$ cat src/sv/msrm_pkg.sv
// ----------------------------------------------------------------------------
// msrm_pkg
// Types, codes and constants shared by the status reply monitor modules.
// ----------------------------------------------------------------------------
package msrm_pkg;

	// default number of serial ports served
	localparam int DEFAULT_NUM_PORTS = 4;

	// crc-16 (modbus rtu, reflected)
	localparam logic [15:0] CRC_INIT = 16'hFFFF;
	localparam logic [15:0] CRC_POLY = 16'hA001;

	// frame layout
	localparam logic [7:0] HDR_ADDR   = 8'h01;
	localparam logic [7:0] HDR_FUNC   = 8'h03;
	localparam logic [7:0] GOOD_LEN   = 8'h14;
	localparam logic [8:0] STATUS_POS = 9'd4;
	localparam logic [8:0] HDR_BYTES  = 9'd3;

	// status byte flags
	localparam logic [7:0] STAT_ENC = 8'h10;
	localparam logic [7:0] STAT_POS = 8'h40;

	// report codes
	typedef enum logic [1:0] {
		EV_OK      = 2'd0,
		EV_ERR     = 2'd1,
		EV_TIMEOUT = 2'd2
	} event_t;

	// request kinds
	typedef enum logic {
		ACT_BYTE = 1'b0,
		ACT_TICK = 1'b1
	} action_t;

	// per-port receive phase
	typedef enum logic [2:0] {
		PH_HUNT1 = 3'd0,
		PH_HUNT2 = 3'd1,
		PH_LEN   = 3'd2,
		PH_BODY  = 3'd3,
		PH_CRCLO = 3'd4,
		PH_CRCHI = 3'd5
	} phase_t;

	// sequencer states
	typedef enum logic [1:0] {
		ST_IDLE   = 2'd0,
		ST_DECODE = 2'd1,
		ST_CRC    = 2'd2,
		ST_TICK   = 2'd3
	} seq_state_t;

	// request payload
	typedef struct packed {
		action_t     action;
		logic [1:0]  port;
		logic [7:0]  data_byte;
	} req_t;

	// report payload
	typedef struct packed {
		logic [1:0]  out_port;
		event_t      event_res;
		logic        encoder_error;
		logic        position_error;
		logic        last;
	} rsp_t;

	// crc unit status
	typedef struct packed {
		logic        busy;
		logic        done;
	} crc_stat_t;

endpackage

$ cat src/sv/modbus_status_reply_monitor_core.sv
// ----------------------------------------------------------------------------
// modbus_status_reply_monitor_core
// Per-port modbus rtu reply receiver with crc check and timeout reporting.
// ----------------------------------------------------------------------------
// Usage: the request channel (req_valid/req_ready/req_data) carries either a
// received byte tagged with its port or a timeout tick. The report channel
// (rsp_valid/rsp_ready/rsp_data) returns driver ok / driver error reports for
// good 25-byte status frames and one timeout report per unanswered active
// port on a tick; the last report of a request has last set.
// Timing: one request at a time. A byte that updates the crc passes accept,
// decode, then eight shifts of the shared bit-serial crc unit before the next
// acceptance; a byte without crc work (crc bytes, unused port) returns from
// decode to idle. A tick walks the active ports, one port per cycle through
// the shared port walk, holding on a timeout while the report register is full.
// A report sits in a single output register; when the receiver stalls and
// the register is full, the sequencer holds until it drains.
// Reset clears all per-port state and sets the active port count to zero;
// writing cfg_wdata via cfg_we sets the count and clears all per-port state.
// ----------------------------------------------------------------------------
module modbus_status_reply_monitor_core #(
	parameter int NUM_PORTS = msrm_pkg::DEFAULT_NUM_PORTS
) (
	input  logic           clk,
	input  logic           arst_n,
	input  logic           req_valid,
	output logic           req_ready,
	input  msrm_pkg::req_t req_data,
	output logic           rsp_valid,
	input  logic           rsp_ready,
	output msrm_pkg::rsp_t rsp_data,
	input  logic           cfg_we,
	input  logic [2:0]     cfg_wdata
);

	localparam int IDX_W = (NUM_PORTS > 1) ? $clog2(NUM_PORTS) : 1;
	localparam int CNT_W = $clog2(NUM_PORTS + 1);
	localparam logic [CNT_W-1:0] NP_C = CNT_W'(NUM_PORTS);

	// sequencer and request register
	msrm_pkg::seq_state_t st_q, st_nxt;
	msrm_pkg::req_t       req_q;
	logic [2:0]           ports_q;
	logic [CNT_W-1:0]     idx_q;

	// per-port state
	msrm_pkg::phase_t phase_q [NUM_PORTS];
	logic [8:0]       count_q [NUM_PORTS];
	logic [7:0]       len_q   [NUM_PORTS];
	logic [15:0]      crc_q   [NUM_PORTS];
	logic [7:0]       stat_q  [NUM_PORTS];
	logic             match_q [NUM_PORTS];
	logic [NUM_PORTS-1:0] seen_q;

	// report register
	logic           rsp_valid_q;
	msrm_pkg::rsp_t rsp_q;

	// crc unit
	logic                crc_start;
	logic [15:0]         crc_seed;
	msrm_pkg::crc_stat_t crc_stat;
	logic [15:0]         crc_result;

	// decode results
	logic [CNT_W-1:0] n_act;
	logic [IDX_W-1:0] pidx;
	logic [IDX_W-1:0] tidx;
	logic             port_act;
	logic             is_tick;
	msrm_pkg::phase_t n_phase;
	logic [8:0]       n_count;
	logic [8:0]       cnt_inc;
	logic [7:0]       n_len;
	logic [7:0]       n_stat;
	logic             n_match;
	logic             crc_go;
	logic             crc_rst;
	logic             res_go;
	logic             slot_free;
	logic             commit;
	logic             tick_live;
	logic             tick_emit;
	logic             tick_adv;
	logic             tick_more;
	logic             rsp_load;
	msrm_pkg::rsp_t   frame_res;
	msrm_pkg::rsp_t   tick_res;

	// shared crc shifter
	msrm_crc_unit u_crc (
		.clk       (clk),
		.arst_n    (arst_n),
		.start     (crc_start),
		.seed      (crc_seed),
		.data_byte (req_q.data_byte),
		.stat      (crc_stat),
		.result    (crc_result)
	);

	// active port count, capped at the port capacity
	assign n_act    = (32'(ports_q) > NUM_PORTS) ? NP_C : CNT_W'(ports_q);
	assign pidx     = IDX_W'(req_q.port);
	assign tidx     = idx_q[IDX_W-1:0];
	assign port_act = 32'(req_q.port) < 32'(n_act);
	assign is_tick  = (req_q.action == msrm_pkg::ACT_TICK);
	assign slot_free = !rsp_valid_q || rsp_ready;
	assign cnt_inc  = count_q[pidx] + 9'd1;

	// byte decode for the addressed port
	always_comb begin
		n_phase = phase_q[pidx];
		n_count = count_q[pidx];
		n_len   = len_q[pidx];
		n_stat  = stat_q[pidx];
		n_match = match_q[pidx];
		crc_go  = 1'b0;
		crc_rst = 1'b0;
		crc_seed = crc_q[pidx];
		res_go  = 1'b0;
		case (phase_q[pidx])
			msrm_pkg::PH_HUNT1: begin
				if (req_q.data_byte == msrm_pkg::HDR_ADDR) begin
					crc_go   = 1'b1;
					crc_seed = msrm_pkg::CRC_INIT;
					n_count  = 9'd1;
					n_phase  = msrm_pkg::PH_HUNT2;
				end
			end
			msrm_pkg::PH_HUNT2: begin
				if (req_q.data_byte == msrm_pkg::HDR_FUNC) begin
					crc_go  = 1'b1;
					n_count = 9'd2;
					n_phase = msrm_pkg::PH_LEN;
				end else if (req_q.data_byte == msrm_pkg::HDR_ADDR) begin
					crc_go   = 1'b1;
					crc_seed = msrm_pkg::CRC_INIT;
					n_count  = 9'd1;
				end else begin
					n_phase = msrm_pkg::PH_HUNT1;
					n_count = 9'd0;
					n_len   = 8'd0;
					n_stat  = 8'd0;
					n_match = 1'b0;
					crc_rst = 1'b1;
				end
			end
			msrm_pkg::PH_LEN: begin
				n_len   = req_q.data_byte;
				crc_go  = 1'b1;
				n_count = msrm_pkg::HDR_BYTES;
				n_phase = (req_q.data_byte == 8'd0) ? msrm_pkg::PH_CRCLO : msrm_pkg::PH_BODY;
			end
			msrm_pkg::PH_BODY: begin
				if (count_q[pidx] == msrm_pkg::STATUS_POS) begin
					n_stat = req_q.data_byte;
				end
				crc_go  = 1'b1;
				n_count = cnt_inc;
				if (cnt_inc >= (msrm_pkg::HDR_BYTES + {1'b0, len_q[pidx]})) begin
					n_phase = msrm_pkg::PH_CRCLO;
				end
			end
			msrm_pkg::PH_CRCLO: begin
				n_match = (req_q.data_byte == crc_q[pidx][7:0]);
				n_count = cnt_inc;
				n_phase = msrm_pkg::PH_CRCHI;
			end
			msrm_pkg::PH_CRCHI: begin
				res_go = match_q[pidx] && (req_q.data_byte == crc_q[pidx][15:8])
					&& (len_q[pidx] == msrm_pkg::GOOD_LEN);
				n_phase = msrm_pkg::PH_HUNT1;
				n_count = 9'd0;
				n_len   = 8'd0;
				n_stat  = 8'd0;
				n_match = 1'b0;
				crc_rst = 1'b1;
			end
			default: begin
				n_phase = msrm_pkg::PH_HUNT1;
				n_count = 9'd0;
				n_len   = 8'd0;
				n_stat  = 8'd0;
				n_match = 1'b0;
				crc_rst = 1'b1;
			end
		endcase
	end

	// frame report from the stored status byte
	always_comb begin
		frame_res.out_port       = req_q.port;
		frame_res.event_res      = ((stat_q[pidx] & (msrm_pkg::STAT_ENC | msrm_pkg::STAT_POS))
			== 8'd0) ? msrm_pkg::EV_OK : msrm_pkg::EV_ERR;
		frame_res.encoder_error  = |(stat_q[pidx] & msrm_pkg::STAT_ENC);
		frame_res.position_error = |(stat_q[pidx] & msrm_pkg::STAT_POS);
		frame_res.last           = 1'b1;
	end

	// any unanswered active port beyond the current walk position
	always_comb begin
		tick_more = 1'b0;
		for (int j = 0; j < NUM_PORTS; j++) begin
			if ((j > int'(idx_q)) && (j < int'(n_act)) && !seen_q[j]) begin
				tick_more = 1'b1;
			end
		end
	end

	// timeout report for the current walk position
	always_comb begin
		tick_res.out_port       = 2'(idx_q);
		tick_res.event_res      = msrm_pkg::EV_TIMEOUT;
		tick_res.encoder_error  = 1'b0;
		tick_res.position_error = 1'b0;
		tick_res.last           = !tick_more;
	end

	// next state
	always_comb begin
		st_nxt = st_q;
		case (st_q)
			msrm_pkg::ST_IDLE: begin
				if (req_valid) begin
					st_nxt = msrm_pkg::ST_DECODE;
				end
			end
			msrm_pkg::ST_DECODE: begin
				if (is_tick) begin
					st_nxt = msrm_pkg::ST_TICK;
				end else if (!port_act) begin
					st_nxt = msrm_pkg::ST_IDLE;
				end else if (res_go && !slot_free) begin
					st_nxt = msrm_pkg::ST_DECODE;
				end else if (crc_go) begin
					st_nxt = msrm_pkg::ST_CRC;
				end else begin
					st_nxt = msrm_pkg::ST_IDLE;
				end
			end
			msrm_pkg::ST_CRC: begin
				if (crc_stat.done) begin
					st_nxt = msrm_pkg::ST_IDLE;
				end
			end
			msrm_pkg::ST_TICK: begin
				if (idx_q >= n_act) begin
					st_nxt = msrm_pkg::ST_IDLE;
				end
			end
			default: st_nxt = msrm_pkg::ST_IDLE;
		endcase
	end

	// sequencer outputs
	always_comb begin
		req_ready = (st_q == msrm_pkg::ST_IDLE);
		commit    = (st_q == msrm_pkg::ST_DECODE) && !is_tick && port_act
			&& !(res_go && !slot_free);
		crc_start = commit && crc_go;
		tick_live = (st_q == msrm_pkg::ST_TICK) && (idx_q < n_act);
		tick_emit = tick_live && !seen_q[tidx];
		tick_adv  = tick_live && (seen_q[tidx] || slot_free);
		rsp_load  = (commit && res_go) || (tick_emit && slot_free);
	end

	// sequencer state, walk counter and port count
	always_ff @(posedge clk or negedge arst_n) begin
		if (!arst_n) begin
			st_q    <= msrm_pkg::ST_IDLE;
			idx_q   <= '0;
			ports_q <= 3'd0;
		end else begin
			st_q <= st_nxt;
			if (cfg_we) begin
				ports_q <= cfg_wdata;
			end
			if (st_q == msrm_pkg::ST_DECODE) begin
				idx_q <= '0;
			end else if (tick_adv) begin
				idx_q <= idx_q + CNT_W'(1);
			end
		end
	end

	// request register
	always_ff @(posedge clk) begin
		if (req_valid && req_ready) begin
			req_q <= req_data;
		end
	end

	// per-port state update
	always_ff @(posedge clk or negedge arst_n) begin
		if (!arst_n) begin
			for (int i = 0; i < NUM_PORTS; i++) begin
				phase_q[i] <= msrm_pkg::PH_HUNT1;
				count_q[i] <= 9'd0;
				len_q[i]   <= 8'd0;
				crc_q[i]   <= msrm_pkg::CRC_INIT;
				stat_q[i]  <= 8'd0;
				match_q[i] <= 1'b0;
			end
			seen_q <= '0;
		end else if (cfg_we) begin
			for (int i = 0; i < NUM_PORTS; i++) begin
				phase_q[i] <= msrm_pkg::PH_HUNT1;
				count_q[i] <= 9'd0;
				len_q[i]   <= 8'd0;
				crc_q[i]   <= msrm_pkg::CRC_INIT;
				stat_q[i]  <= 8'd0;
				match_q[i] <= 1'b0;
			end
			seen_q <= '0;
		end else begin
			if (commit) begin
				phase_q[pidx] <= n_phase;
				count_q[pidx] <= n_count;
				len_q[pidx]   <= n_len;
				stat_q[pidx]  <= n_stat;
				match_q[pidx] <= n_match;
				if (crc_rst) begin
					crc_q[pidx] <= msrm_pkg::CRC_INIT;
				end
				if (res_go) begin
					seen_q[pidx] <= 1'b1;
				end
			end
			if ((st_q == msrm_pkg::ST_CRC) && crc_stat.done) begin
				crc_q[pidx] <= crc_result;
			end
			if (tick_adv) begin
				seen_q[tidx] <= 1'b0;
			end
		end
	end

	// report register
	always_ff @(posedge clk or negedge arst_n) begin
		if (!arst_n) begin
			rsp_valid_q <= 1'b0;
		end else if (rsp_load) begin
			rsp_valid_q <= 1'b1;
		end else if (rsp_ready) begin
			rsp_valid_q <= 1'b0;
		end
	end

	always_ff @(posedge clk) begin
		if (rsp_load) begin
			rsp_q <= (st_q == msrm_pkg::ST_TICK) ? tick_res : frame_res;
		end
	end

	assign rsp_valid = rsp_valid_q;
	assign rsp_data  = rsp_q;

endmodule

$ cat src/sv/msrm_crc_unit.sv
// ----------------------------------------------------------------------------
// msrm_crc_unit
// Bit-serial crc-16 shifter: folds one byte into a crc, one bit per cycle.
// ----------------------------------------------------------------------------
module msrm_crc_unit (
	input  logic                clk,
	input  logic                arst_n,
	input  logic                start,
	input  logic [15:0]         seed,
	input  logic [7:0]          data_byte,
	output msrm_pkg::crc_stat_t stat,
	output logic [15:0]         result
);

	logic [15:0] crc_q;
	logic [2:0]  cnt_q;
	logic        busy_q;
	logic [15:0] crc_step;

	// one shift of the reflected polynomial
	assign crc_step = crc_q[0] ? ((crc_q >> 1) ^ msrm_pkg::CRC_POLY) : (crc_q >> 1);

	// status and final value, valid in the cycle of the eighth shift
	assign stat.busy = busy_q;
	assign stat.done = busy_q && (cnt_q == 3'd7);
	assign result    = crc_step;

	// control: bit counter and busy flag
	always_ff @(posedge clk or negedge arst_n) begin
		if (!arst_n) begin
			cnt_q  <= 3'd0;
			busy_q <= 1'b0;
		end else if (start) begin
			cnt_q  <= 3'd0;
			busy_q <= 1'b1;
		end else if (busy_q) begin
			cnt_q <= cnt_q + 3'd1;
			if (cnt_q == 3'd7) begin
				busy_q <= 1'b0;
			end
		end
	end

	// shift register
	always_ff @(posedge clk) begin
		if (start) begin
			crc_q <= seed ^ {8'h00, data_byte};
		end else if (busy_q) begin
			crc_q <= crc_step;
		end
	end

endmodule

$ cat config.mk
export PLATFORM = sky130hd
export DESIGN_NAME = modbus_status_reply_monitor_core
export DESIGN_NICKNAME = d
export VERILOG_FILES = /design/src/sv/msrm_pkg.sv /design/src/sv/modbus_status_reply_monitor_core.sv /design/src/sv/msrm_crc_unit.sv
export SDC_FILE = /design/constraint.sdc
export NUM_CORES = 1
export LEC_CHECK = 0
export BUFFER_PORTS_ARGS = -buffer_cell sky130_fd_sc_hd__clkbuf_2
export CELL_PAD_IN_SITES_DETAIL_PLACEMENT = 1
export CELL_PAD_IN_SITES_GLOBAL_PLACEMENT = 1
export CORE_MARGIN = 5
export CORE_UTILIZATION = 35
export DETAILED_ROUTE_END_ITERATION = 8
export MAX_ROUTING_LAYER = met4
export PLACE_DENSITY = 0.6
export SYNTH_ARGS = -nofsm -noshare
export SYNTH_HDL_FRONTEND = slang
export SYNTH_SLANG_ARGS = --single-unit
$ cat constraint.sdc
create_clock -name clk -period 5.3 [get_ports clk]
set_input_delay 1.06 -clock clk [delete_from_list [all_inputs] [get_ports clk]]
set_output_delay 1.06 -clock clk [all_outputs]
set_load 0.02 [all_outputs]
Yosys cells after proc, flatten, opt, wreduce, memory -nomap -nowiden
Cells that the tools add are included.

operators by class
  add/sub/neg operators = 4
  magnitude comparators = 17
  eq/ne operators = 18
  muxes and demuxes = 116
  bitwise operators = 7
  reductions and logical operators = 51

operator list
  operator           number
  $mux 64            5
  $mux 16            8
  $mux 32            4
  $mux 8             10
  $mux 36            2
  $bwmux 32          2
  $bwmux 64          1
  $or 64x64->64      1
  $pmux 8 s3         2
  $mux 3             13
  $bwmux 36          1
  $mux 9             4
  $pmux 9 s4         1
  $bmux 16 s2        1
  $bmux 8 s2         2
  $demux 16 s2       1
  $pmux 16 s2        1
  $mux 4             7
  $logic_and 1x1->1  24
  $mux 12            2
  $mux 1             23
  $bmux 9 s2         1
  $demux 9 s2        1
  $demux 8 s2        1
  54 further kinds   95

storage, ports and cells
  bits in registers = 231
  bits of input ports = 19

Depth between registers and ports, before layout
  depth in word-level cells = 16
  gate-level depth with buffers = 18
  gate-level depth less buffers = 13

Hierarchy
A second synthesis with hierarchy kept.

second synthesis, totals
  cell total of the unflattened synthesis = 1111
  area total of the unflattened synthesis = 12131.6 µm²

modules (own cells, without submodules)
  module                            instances  cells each  area an instance (µm²)  sequential area each (µm²)
  modbus_status_reply_monitor_core  1          1027        11021.8                 4849.7
  msrm_crc_unit                     1          84          1109.8                  580.6

Least setup slack after synthesis
No wires, ideal clock.

  path kind = flip-flop to flip-flop
  start = reg req_q, in the netlist pidx[1]
  end = reg phase_q[11] in the netlist's numbering
  library setup time = 0.132 ns
  data arrival time = 3.592 ns
  required time = 5.168 ns
  setup slack = 1.575 ns
  stages on the path, launching flop included = 19
  buffers on the path = 5
  period minus slack after synthesis = 3.725 ns
  cells stage by stage = edfxtp_1 -> buf_2 -> buf_2 -> buf_2 -> buf_2 -> buf_2 -> mux4_2 -> inv_1 -> ha_1 -> nor2_1 -> xnor2_1 -> ha_1 -> a21oi_1 -> nor2b_1 -> o21ai_0 -> o211a_1 -> o21ai_0 -> a21boi_0 -> o2bb2ai_1

on the way
  cells in the longest elaborated chain, start to end = 12

ends and longest elaborated chain
  what                                                                  line                                     source
  from (decl)                                                           modbus_status_reply_monitor_core.sv:41   msrm_pkg::req_t req_q;
  from (signal assigned)                                                modbus_status_reply_monitor_core.sv:288  req_q <= req_data;
  parallel branches: the longest is 12 deep, another holds $add 9x1->9  n/a
  to (signal, indexed assignment)                                       modbus_status_reply_monitor_core.sv:296  phase_q[i] <= msrm_pkg::PH_HUNT1;
  to (signal, indexed assignment)                                       modbus_status_reply_monitor_core.sv:306  phase_q[i] <= msrm_pkg::PH_HUNT1;
  to (signal, indexed assignment)                                       modbus_status_reply_monitor_core.sv:316  phase_q[pidx] <= n_phase;
  to (decl)                                                             modbus_status_reply_monitor_core.sv:46   msrm_pkg::phase_t phase_q [NUM_PORTS];

Several ways; the timed one is not identified. The select of a mux whose other input is x is not followed.
A chain may end at the register's enable or synchronous reset.

Worst setup path after layout
  start = reg req_q, in the netlist pidx[1]
  end = reg count_q[20] in the netlist's numbering

on the way
  cells in the longest elaborated chain, start to end = 12

ends and longest elaborated chain
  what                                                                  line                                     source
  parallel branches: the longest is 12 deep, another holds $add 9x1->9  n/a
  to (signal, indexed assignment)                                       modbus_status_reply_monitor_core.sv:317  count_q[pidx] <= n_count;
  to (decl)                                                             modbus_status_reply_monitor_core.sv:47   logic [8:0] count_q [NUM_PORTS];

Several ways; the timed one is not identified. The select of a mux whose other input is x is not followed.

==> qor.yml <==
run_status:
  status: "completed"
floorplan:
  std_cell_rows: 63
  pin_count: 28
  die_x_um: 182
  dieHeight_um: 182
  die_area_um2: 33200
  start_util: 0.352
  design.core.area_um2: 29500
critical_path:
  cp_max_fo: 23
  crit_chain: "buf_4 > mux4_2 > nor4b_2 > nand4_2 > nor4_4 > nor2_2 > a21oi_4 > a22o_1"
  worst_setup_path_start_kind: "flip-flop"
  ff2ff_setup_slack_ns: 1.15
  r2r-end: "count_q[20]"
  critPathCapture: "count_q[20]"
  cp-startpoint: "pidx[1]"
  crit_type: "flip-flop to flip-flop"
  r2r_cells: 8
  cp.required_ns: 5.76
  critPathSlowestCell: "edfxtp_1"
  cp_data_arrival_time_ns: 4.61
  crit_path_max_incr_delay_ns: 1.05
  cp-end-kind: "flip-flop"
  reg2reg_from: "pidx[1]"
clock_tree:
  worstSkewPairLatency_ns: 0.53
  numCtsBuffers: 24
  cts-hold-fix-buffers: 0
  root_buffer: "clkbuf_16"
  post_cts.repair.setup_buffers: 0
  cts_sinks: 207
  clock_path_buffers: 3
  cts_tree: "yes"
  cts_resized: 0
  cts_htree_levels: 1
  path_clk_slew_ns: 0.06
drt:
  viasPerCell: 5.66
  drc: 0
  ant_nets: 0
  wl_per_cell_um: 23.2
  wl_mm: 29.4
  first_iter_violations: 417
  drtPass1Iterations: 4
  vias: 7173
synth:
  synthAdderAreaFrac: 0.0277
  synth_area_um2: 10400
  synth_enable_flop_cells: 34
  synthSimpleGateAreaFrac: 0.0958
  synth_xor_area_frac: 0.0278
  synth_cell_types: 64
  ys_ff_latch: 207
  synth-compound-area-share: 0.195
  muxShareOfSynthArea: 0.0945
  synth_top_family_by_area: "compound AO/OA/AOI/OAI gates"
  syn_inst: 841
  synth_nets: 883
  synth_top_flop_cell: "dfrtp_1"
  syn_area_per_cell_um2: 12.3
  ys_seq_area_frac: 0.523
  synthArstFlopShare: 0.836
  synth_warnings: 0
cells_and_area:
  final_nets: 902
  nFillCells: 3171
  areaGrowthSynthToFinish_pct: 12.8
  diodes: 0
  layout-drive-gt1-share: 0.235
  seqCellArea_um2: 5430
  multi_input_area_um2: 4590
power:
  p_leak_uw: 0.00469
  peakVddDrop_mv: 0.252
  seqPwrFrac: 0.441
  p_sw_uw: 1120
  p_clk_frac: 0.429
  p_sw_frac: 0.276
  total_power_uw: 4050
  p_int_uw: 2930
  power.density_nw_per_um2: 346
  combPwrFrac: 0.130
placement:
  dp_slack_ns: 1.18
  gp_congestion: 0.801
  numPortBuffers: 27
  dpl.hpwl_mm: 19.4
sta:
  fin_skew_ns: 0.0164
  finalSetupViolCount: 0
  hold_viol: 0
  max_freq_ghz: 0.241
  slew_viol_final: 0
  setup_slack_ns: 1.15
  relSlewSlack: 0.263
  fin_tns_setup_ns: 0
  tightest_slew_ns: 1.10
  finalCritPeriodShare: 0.783
  rsz0062_at_grt: "false"
  period_needed_ns: 4.15
global_route:
  antenna_found_initial: 0
  grt_pass1_wl_mm: 47.2
  grt_max_degree: 103
  grt_usage: 0.183
  grt_pass1_vias: 7852
  grt_overflow: 0
min_path:
  hold_path_class: "flip-flop to flip-flop"
run:
  max_cap_viol_count: 0
[placed cells by master, fill, tap and decap left out, types with 15 or more instances in the layout]
cell,Yosys,layout
a21oi_1,20,20
a22o_1,32,32
a2bb2oi_1,64,64
buf_4,7,15
clkbuf_16,0,26
clkbuf_2,0,26
dfrtp_1,109,109
dfstp_2,64,64
edfxtp_1,34,34
ha_1,23,23
inv_1,22,22
mux4_2,38,38
nand2_1,51,51
nor2_1,76,76
o21ai_0,33,33
o2bb2ai_1,60,60
xnor2_1,22,22
[area by class of cell]
cell class              count  area share
flip-flops and latches    207       0.464
multi-input cells         561       0.392
clock buffers              37      0.0634
well taps                 390      0.0417
repair buffers             44      0.0251
clock inverters             7     0.00759
inverters                  22     0.00705
[Yosys cell counts (all sizes together) (3+ instances only)]
library cell	instances	area (um^2)
dfrtp	109	2730
nor2	77	292
a2bb2oi	64	561
dfstp	64	1680
o2bb2ai	60	526
nand2	51	191
mux4	38	856
edfxtp	34	1020
o21ai	33	165
a22o	32	280
buf	32	219
a21oi	24	158
ha	23	288
inv	22	82.6
xnor2	22	193
clkbuf	19	71.3
nand3	11	55.1
nor2b	11	68.8
xor2	11	96.3
a22oi	9	67.6
and2	9	56.3
mux2i	8	80.1
nor3	6	30.0
nand2b	5	31.3
nand4	5	37.5
nor4	5	61.3
or3	5	31.3
a211oi	4	30.0
mux2	4	45.0
o211ai	4	30.0
nand3b	3	22.5
nor4b	3	38.8
[state kept, by name, summed over array words and instances, names as in the netlist, 2 cells and up]
register and cells:
idx_q 3, u_crc.cnt_q 3, u_crc.crc_q 16, crc_q 64, phase_q 12, seen_q 4
ports_q 3, stat_q 8, rsp_data 7, pidx 2, count_q 36, req_q 8
st_q 2, len_q 32, match_q 4
[cells by family (layout without fill, tap and decap cells)]
| family | after synthesis | after routing |
|---|---|---|
| buf+inv | 73 | 110 |
| mux | 50 | 50 |
| xor+xnor | 33 | 33 |
| compound gates | 254 | 254 |
| flops | 207 | 207 |
| fa+ha+maj | 23 | 23 |
| simple gates | 201 | 201 |
[how the worst min path moves through the flow]
stage                             end        start  slack, ns  depth (start not counted)
after global routing        crc_q[52]    crc_q[52]       0.51                          1
after detailed placement    stat_q[6]    stat_q[6]       0.47                          1
after floorplan           count_q[14]  count_q[14]       0.45                          1
after global placement     count_q[5]   count_q[5]       0.47                          1
final                      count_q[6]   count_q[6]       0.49                          1
after CTS                   stat_q[6]    stat_q[6]       0.49                          1
[stage by stage]
stage	utilization	instances	area (um^2)	hold WS [ns]
after floorplan	-	841	10400	0.451
after global placement	0.369	1224	10900	0.467
after detailed placement	0.369	1224	10900	0.472
after CTS	0.397	1268	11700	0.489
after global routing	0.397	1268	11700	0.507
final	0.397	1268	11700	0.489
[worst max-delay path: cells and delay by family, from the launching register on]
| family | cells | cell delay (ns) |
|---|---|---|
| buffers and inverters | 1 | 0.33 |
| AND/OR/NAND/NOR | 4 | 1.27 |
| AO/OA/AOI/OAI | 2 | 1.03 |
| flip-flops | 1 | 1.05 |
| multiplexers | 1 | 0.39 |
[per-layer routing]
| metal | vias to the layer above | routed length [um] | global-route usage |
|---|---|---|---|
| met3 | 62 | 1020 | 0.0229 |
| met2 | 117 | 14100 | 0.299 |
| met1 | 3767 | 13600 | 0.246 |
| li1 | 3227 | - | - |
| met4 | 0 | 700 | 0.0447 |
| met5 | - | 0 | - |
[power groups by stage]
stage               clock (uW)  combinational, uW  sequential [uW]
floorplan                    0                366             1770
global placement             0                525             1810
detailed placement           0                532             1810
CTS                       1780                534             1790
global route              1850                580             1800
finish                    1740                526             1790
Power figures use the tool's default switching activity.
